**config.mk**
```make
export PLATFORM = sky130hd
export DESIGN_NAME = pnew_result_seq
export DESIGN_NICKNAME = d
export VERILOG_FILES = /design/src/hdl/pnew_pkg.sv /design/src/hdl/pnew_result_seq.sv
export SDC_FILE = /design/constraint.sdc
export NUM_CORES = 1
export LEC_CHECK = 0
export BUFFER_PORTS_ARGS = -buffer_cell sky130_fd_sc_hd__clkbuf_2
export CAP_MARGIN = 20
export CORE_ASPECT_RATIO = 1.25
export CORE_MARGIN = 8
export CORE_UTILIZATION = 40
export CTS_CLUSTER_DIAMETER = 100
export CTS_CLUSTER_SIZE = 14
export DETAILED_ROUTE_END_ITERATION = 6
export RECOVER_POWER = 25
export SLEW_MARGIN = 40
export SYNTH_ARGS = -nofsm -noshare
export SYNTH_HDL_FRONTEND = slang
export SYNTH_SLANG_ARGS = --single-unit
export TNS_END_PERCENT = 1
```
**constraint.sdc**
```tcl
create_clock -name clk -period 4.7 [get_ports clk]
set_clock_uncertainty 0.05 [all_clocks]
set_input_delay 0 -clock clk [delete_from_list [all_inputs] [get_ports clk]]
set_output_delay 0 -clock clk [all_outputs]
set_load 0.02 [all_outputs]
```
**src/hdl/pnew_pkg.sv**
```systemverilog
`default_nettype none
package pnew_pkg;

	// Fixed field widths of the pixel and result words
	localparam int PIX_W    = 24;
	localparam int CFG_W    = 11;
	localparam int COORD_W  = 10;
	localparam int WEIGHT_W = 7;
	localparam int OUT_W    = 2 * COORD_W + 4 * WEIGHT_W;

	typedef logic [PIX_W-1:0]    pixel_t;
	typedef logic [CFG_W-1:0]    cfg_data_t;
	typedef logic [COORD_W-1:0]  coord_t;
	typedef logic [WEIGHT_W-1:0] weight_t;
	typedef logic [0:0]          cfg_index_t;

	// Configuration register indexes
	localparam cfg_index_t REG_FRAME_WIDTH  = 1'd0;
	localparam cfg_index_t REG_FRAME_HEIGHT = 1'd1;

	localparam cfg_data_t FRAME_WIDTH_RST  = 11'd160;
	localparam cfg_data_t FRAME_HEIGHT_RST = 11'd120;

	// Kinds of result one pixel can release, in delivery order
	typedef logic [2:0] res_mask_t;
	localparam res_mask_t RES_ABOVE = 3'b001;  // pixel one row up, same column
	localparam res_mask_t RES_LEFT  = 3'b010;  // last row, one column to the left
	localparam res_mask_t RES_HERE  = 3'b100;  // last row, last column, this pixel

	localparam weight_t WEIGHT_MAX = 7'd100;
	localparam weight_t WEIGHT_MIN = 7'd1;

	// trunc(100 * exp(-sqrt(n))) for n = 0..15
	localparam weight_t WEIGHT_LUT [16] = '{
		7'd100, 7'd36, 7'd24, 7'd17, 7'd13, 7'd10, 7'd8, 7'd7,
		7'd5,   7'd4,  7'd4,  7'd3,  7'd3,  7'd2,  7'd2, 7'd2
	};

	// One item handed from the weight stage to the result sequencer
	typedef struct packed {
		coord_t    row;
		coord_t    col;
		res_mask_t mask;
		weight_t   wa_up;
		weight_t   wa_dn;
		weight_t   wa_lf;
		weight_t   wa_rt;
		weight_t   wb_up;
		weight_t   wb_lf;
		weight_t   wb_rt;
		weight_t   wc_up;
		weight_t   wc_lf;
	} item_t;

	// Edge weight of two pixels; any channel apart by 4 or more, or n >= 16, gives WEIGHT_MIN
	function automatic weight_t edge_weight(input pixel_t a, input pixel_t b);
		logic [7:0] d;
		logic [1:0] dl;
		logic       far;
		logic [4:0] n;
		far = 1'b0;
		n   = '0;
		for (int k = 0; k < 3; k++) begin
			d   = (a[8*k +: 8] > b[8*k +: 8]) ? a[8*k +: 8] - b[8*k +: 8]
			                                  : b[8*k +: 8] - a[8*k +: 8];
			far = far | (d[7:2] != 6'd0);
			dl  = d[1:0];
			n   = n + ({3'd0, dl} * {3'd0, dl});
		end
		return (far || n[4]) ? WEIGHT_MIN : WEIGHT_LUT[n[3:0]];
	endfunction

endpackage
`default_nettype wire

```
**src/hdl/pnew_result_seq.sv**
```systemverilog
`default_nettype none
module pnew_result_seq (
	input  logic                         clk,
	input  logic                         arst_n,
	input  logic                         item_valid,
	output logic                         item_ready,
	input  pnew_pkg::item_t              item,
	output logic                         m_axis_tvalid,
	input  logic                         m_axis_tready,
	output logic [pnew_pkg::OUT_W-1:0]   m_axis_tdata,
	output logic                         m_axis_tlast
);

	pnew_pkg::item_t     item_q;
	pnew_pkg::res_mask_t mask_q;
	pnew_pkg::res_mask_t sel;
	pnew_pkg::res_mask_t mask_left;
	logic                out_free;
	logic                emit;
	pnew_pkg::coord_t    res_row;
	pnew_pkg::coord_t    res_col;
	pnew_pkg::weight_t   res_up;
	pnew_pkg::weight_t   res_dn;
	pnew_pkg::weight_t   res_lf;
	pnew_pkg::weight_t   res_rt;
	logic                out_valid_q;
	logic [pnew_pkg::OUT_W-1:0] out_data_q;
	logic                out_last_q;

	// Pick the earliest pending result; hand over when the output register frees
	assign out_free   = !out_valid_q || m_axis_tready;
	assign sel        = mask_q & (~mask_q + 3'd1);
	assign emit       = (mask_q != '0) && out_free;
	assign mask_left  = mask_q & ~sel;
	assign item_ready = (mask_q == '0) || (emit && (mask_left == '0));

	// Build the selected result word
	always_comb begin
		res_row = item_q.row;
		res_col = item_q.col;
		res_up  = '0;
		res_dn  = '0;
		res_lf  = '0;
		res_rt  = '0;
		case (sel)
			pnew_pkg::RES_ABOVE: begin
				res_row = item_q.row - 10'd1;
				res_up  = item_q.wa_up;
				res_dn  = item_q.wa_dn;
				res_lf  = item_q.wa_lf;
				res_rt  = item_q.wa_rt;
			end
			pnew_pkg::RES_LEFT: begin
				res_col = item_q.col - 10'd1;
				res_up  = item_q.wb_up;
				res_lf  = item_q.wb_lf;
				res_rt  = item_q.wb_rt;
			end
			pnew_pkg::RES_HERE: begin
				res_up  = item_q.wc_up;
				res_lf  = item_q.wc_lf;
			end
			default: res_row = item_q.row;
		endcase
	end

	// Control: pending mask and output word valid
	always_ff @(posedge clk or negedge arst_n) begin
		if (!arst_n) begin
			mask_q      <= '0;
			out_valid_q <= 1'b0;
		end else begin
			if (item_valid && item_ready) begin
				mask_q <= item.mask;
			end else if (emit) begin
				mask_q <= mask_left;
			end
			if (emit) begin
				out_valid_q <= 1'b1;
			end else if (m_axis_tready) begin
				out_valid_q <= 1'b0;
			end
		end
	end

	// Payload: held item and output word
	always_ff @(posedge clk) begin
		if (item_valid && item_ready) begin
			item_q <= item;
		end
		if (emit) begin
			out_data_q <= {res_rt, res_lf, res_dn, res_up, res_col, res_row};
			out_last_q <= (mask_left == '0);
		end
	end

	assign m_axis_tvalid = out_valid_q;
	assign m_axis_tdata  = out_data_q;
	assign m_axis_tlast  = out_last_q;

	a_weight_range: assert property (@(posedge clk) disable iff (!arst_n)
		m_axis_tvalid |-> (m_axis_tdata[26:20] <= pnew_pkg::WEIGHT_MAX)
			&& (m_axis_tdata[33:27] <= pnew_pkg::WEIGHT_MAX)
			&& (m_axis_tdata[40:34] <= pnew_pkg::WEIGHT_MAX)
			&& (m_axis_tdata[47:41] <= pnew_pkg::WEIGHT_MAX))
		else $error("edge weight above 100 on output");

	a_item_nonempty: assert property (@(posedge clk) disable iff (!arst_n)
		item_valid |-> item.mask != '0)
		else $error("item offered with no result to deliver");

endmodule
`default_nettype wire

```
==> results.ini <==
[outcome]
status=finished clean

[synthesis]
netlist_instances=291
syn-num-nets=383
muxShareOfSynthArea=0.004025
yosysUniqueCellTypes=34
synth_compound_area_frac=0.06138
synth_warnings=0
synthXorXnorAreaFrac=0.02818
syn_area_per_cell_um2=17.09
synth_adder_area_share=0.007044
syn_area_um2=4974
synth_seq_cells=136
yosys.area_share.simple=0.06918
seq_area_frac_synth=0.8171
synth_top_family_by_area=simple AND/OR/NAND/NOR gates

[pwr]
clockPowerShare=0.290
p_sw_uw=1390
total_power_uw=4573
combPwrFrac=0.251
ir_drop_uv=249.6
p_leak_uw=0.002920
p_per_area_nw_per_um2=616.0
swShare=0.3040
seq_power_share=0.459
p_int_uw=3183

[detailed_routing]
final_antenna_net_count=0
drt-total-wl_um=11340
drt-pass1-iter-count=4
drtIter0Drc=201
viasPerCell=4.563
routedWlPerCell_um=15.99
via_count=3235
drt_drc_violations_left=0

[timing]
worst_slew_pin_slew_ns=0.7235
drv_slew=0
period_share=0.5648
rsz0062_at_grt=no
setup_viol=0
relSlewSlack=0.5167
holdWs_ns=0.2180
hold_viol=0
finalCriticalPeriod_ns=2.654
fmax_ghz=0.3767
tns_ns=0
final.setup.worst_slack_ns=2.046

[die]
core_um2=12160
dieArea_um2=16280
start_util=0.4090
rows=45
die-height_um=140.7
dieWidth_um=115.7
ioPinCount=141

[final_layout]
nets=626
diodes=0
layout.cells.non_filler=709
drive_gt1_frac=0.3174
area_growth_pct=49.28

[setup_path]
crit_type=flip-flop to flip-flop
worstPathRequired_ns=4.92
cpMaxStageDelayCell=dfrtp_4
cpPeakStageDelay_ns=0.68
r2r_start=mask_q[0]
crit_top_cell=dlygate4sd3_1
worstPathCellList=or2_2 > a211oi_1 > dlygate4sd3_1 > nor2_1 > dlygate4sd3_1
r2r_end=mask_q[2]
rr_worst_depth=5
crit_fanout=55
arrival_ns=2.88
start_kind=flip-flop
end_kind=flip-flop
regToRegSetupSlack_ns=2.05

[cts]
ctsHtreeMaxLevel=4
cts.clk_slew.worst_paths_ns=0.05
cts_root_buffer=clkbuf_16
cts_tree=yes
cts.sinks=136
cts_setup_buffers=0
clk_path_buf_depth=2
cts_resized=0
clk_latency_ns=0.40
cts_made_buffers=17

[placement]
dp.cells=587
dp_hpwl_um=7329
gp_congestion=0.7433
pre_cts_ws_ns=1.936
port_buffers=140

[hold_path]
hp-class=input pin to flip-flop
min_path_cells=3
hold_path.startpoint=m_axis_tready
min_to=m_axis_tvalid

[global_route]
grt_pass1_wl_um=17570
grt_max_degree=56
antenna_found_initial=0
overflow=0
grt_pass1_vias=3489
grt_usage=0.1444

[flow_run]
maxCapViolations=0

## timing repair
action / CTS / global route
setup endpoints to repair: 0 / 0
endpoints found under the hold margin: 90 / 0
hold buffers: 92 / 0
## area by class of cell
class / count / area, um^2
Clock buffer: 19 / 432.9
Clock inverter: 11 / 156.4
Fill cell: 950 / 4737
Inverter: 4 / 15.01
Multi-Input combinational cell: 138 / 854.6
Sequential cell: 136 / 4069
Tap cell: 164 / 205.2
Timing Repair Buffer: 237 / 1692
## sequential cells by signal, summed over array words and instances (netlist names)
register       flops
mask_q             3
m_axis_tvalid      1
item_q            83
m_axis_tdata      48
m_axis_tlast       1
## power by group through the flow
stage,clock [uW],sequential [uW],combinational (uW)
detailed placement,0,2120,1090
floorplan,0,2290,468
CTS,1350,2100,1170
global placement,0,2120,1010
global route,1400,2150,1250
finish,1320,2100,1150
## cell usage in the layout (no fill, tap or decap), drive strengths merged, types with 2 or more instances in the layout
cell type / synthesis / layout
a21oi: 7 / 7
a22o: 7 / 7
a22oi: 8 / 8
a32o: 2 / 2
and2: 9 / 9
buf: 1 / 5
bufinv: 0 / 4
clkbuf: 12 / 159
clkinv: 0 / 5
clkinvlp: 0 / 2
dfrtp: 4 / 4
dlygate4sd3: 0 / 92
edfxtp: 132 / 132
ha: 2 / 2
inv: 4 / 4
mux2i: 2 / 2
nand2: 26 / 26
nand3: 2 / 2
nor2: 14 / 14
nor2b: 3 / 3
nor3: 6 / 6
nor4: 2 / 2
o21ai: 18 / 18
or2: 2 / 2
or3: 3 / 3
xnor2: 4 / 4
xor2: 12 / 12
## critical path, delay by kind of cell, from the launching register on
| family | cells | cell delay [ns] |
|---|---|---|
| flops | 1 | 0.68 |
| simple gates | 2 | 0.44 |
| buf+inv | 2 | 1.14 |
| compound gates | 1 | 0.21 |
## cells in the mapped netlist
library cell,n,area share
nor3_1,5,0.0050
xor2_1,12,0.021
inv_1,4,0.0030
or3_1,2,0.0025
or3_4,1,0.0023
a22o_1,7,0.012
and2_1,9,0.011
nor3_2,1,0.0020
o41ai_1,1,0.0018
a41oi_1,1,0.0018
maj3_1,1,0.0020
buf_2,1,0.0010
or2_2,2,0.0025
edfxtp_1,132,0.80
clkbuf_1,12,0.0091
dfrtp_1,4,0.020
nor4_1,2,0.0025
xnor2_1,4,0.0070
o21ai_0,18,0.018
nand2_1,26,0.020
nor2_1,14,0.011
o22ai_1,1,0.0013
o21a_1,1,0.0015
a211oi_1,1,0.0015
ha_1,2,0.0050
nand3b_1,1,0.0015
nor2b_1,3,0.0038
mux2i_1,2,0.0040
nand2b_1,1,0.0013
a32o_1,2,0.0040
a22oi_1,8,0.012
nand3_1,2,0.0020
or4_4,1,0.0023
a21oi_1,7,0.0070
## how the worst max path moves through the flow
| stage | cells past startpoint | start | slack (ns) | end |
|---|---|---|---|---|
| after global placement | 4 | mask_q[1] | 1.89 | m_axis_tdata[6] |
| after floorplan | 5 | m_axis_tvalid | 0.53 | item_q[0] |
| final | 5 | mask_q[0] | 2.05 | mask_q[2] |
| after detailed placement | 4 | mask_q[1] | 1.94 | item_q[3] |
| after global routing | 6 | m_axis_tvalid | 1.93 | mask_q[2] |
| after CTS | 4 | mask_q[1] | 1.93 | item_q[32] |
## layer usage
| layer | GRT usage | part of all wire |
|---|---|---|
| met1 | 0.1608 | 0.38 |
| met2 | 0.2475 | 0.54 |
| met3 | 0.04487 | 0.064 |
| met4 | 0.06229 | 0.015 |
| met5 | 0 | 0 |
## metrics by stage
| stage | util | instance area (um^2) |
|---|---|---|
| floorplan | - | 4974 |
| global placement | 0.4815 | 5856 |
| detailed placement | 0.4866 | 5918 |
| CTS | 0.6108 | 7428 |
| global route | 0.6105 | 7425 |
| finish | 0.6105 | 7425 |
## cell families after synthesis
kind of cell / Yosys count
and+or+nand+nor: 70
adders and majority gates: 3
muxes: 2
AOI/OAI and AO/OA: 47
DFF: 136
buffers and inverters: 17
xor gates and xnor gates: 16
Power figures use the tool's default switching activity.
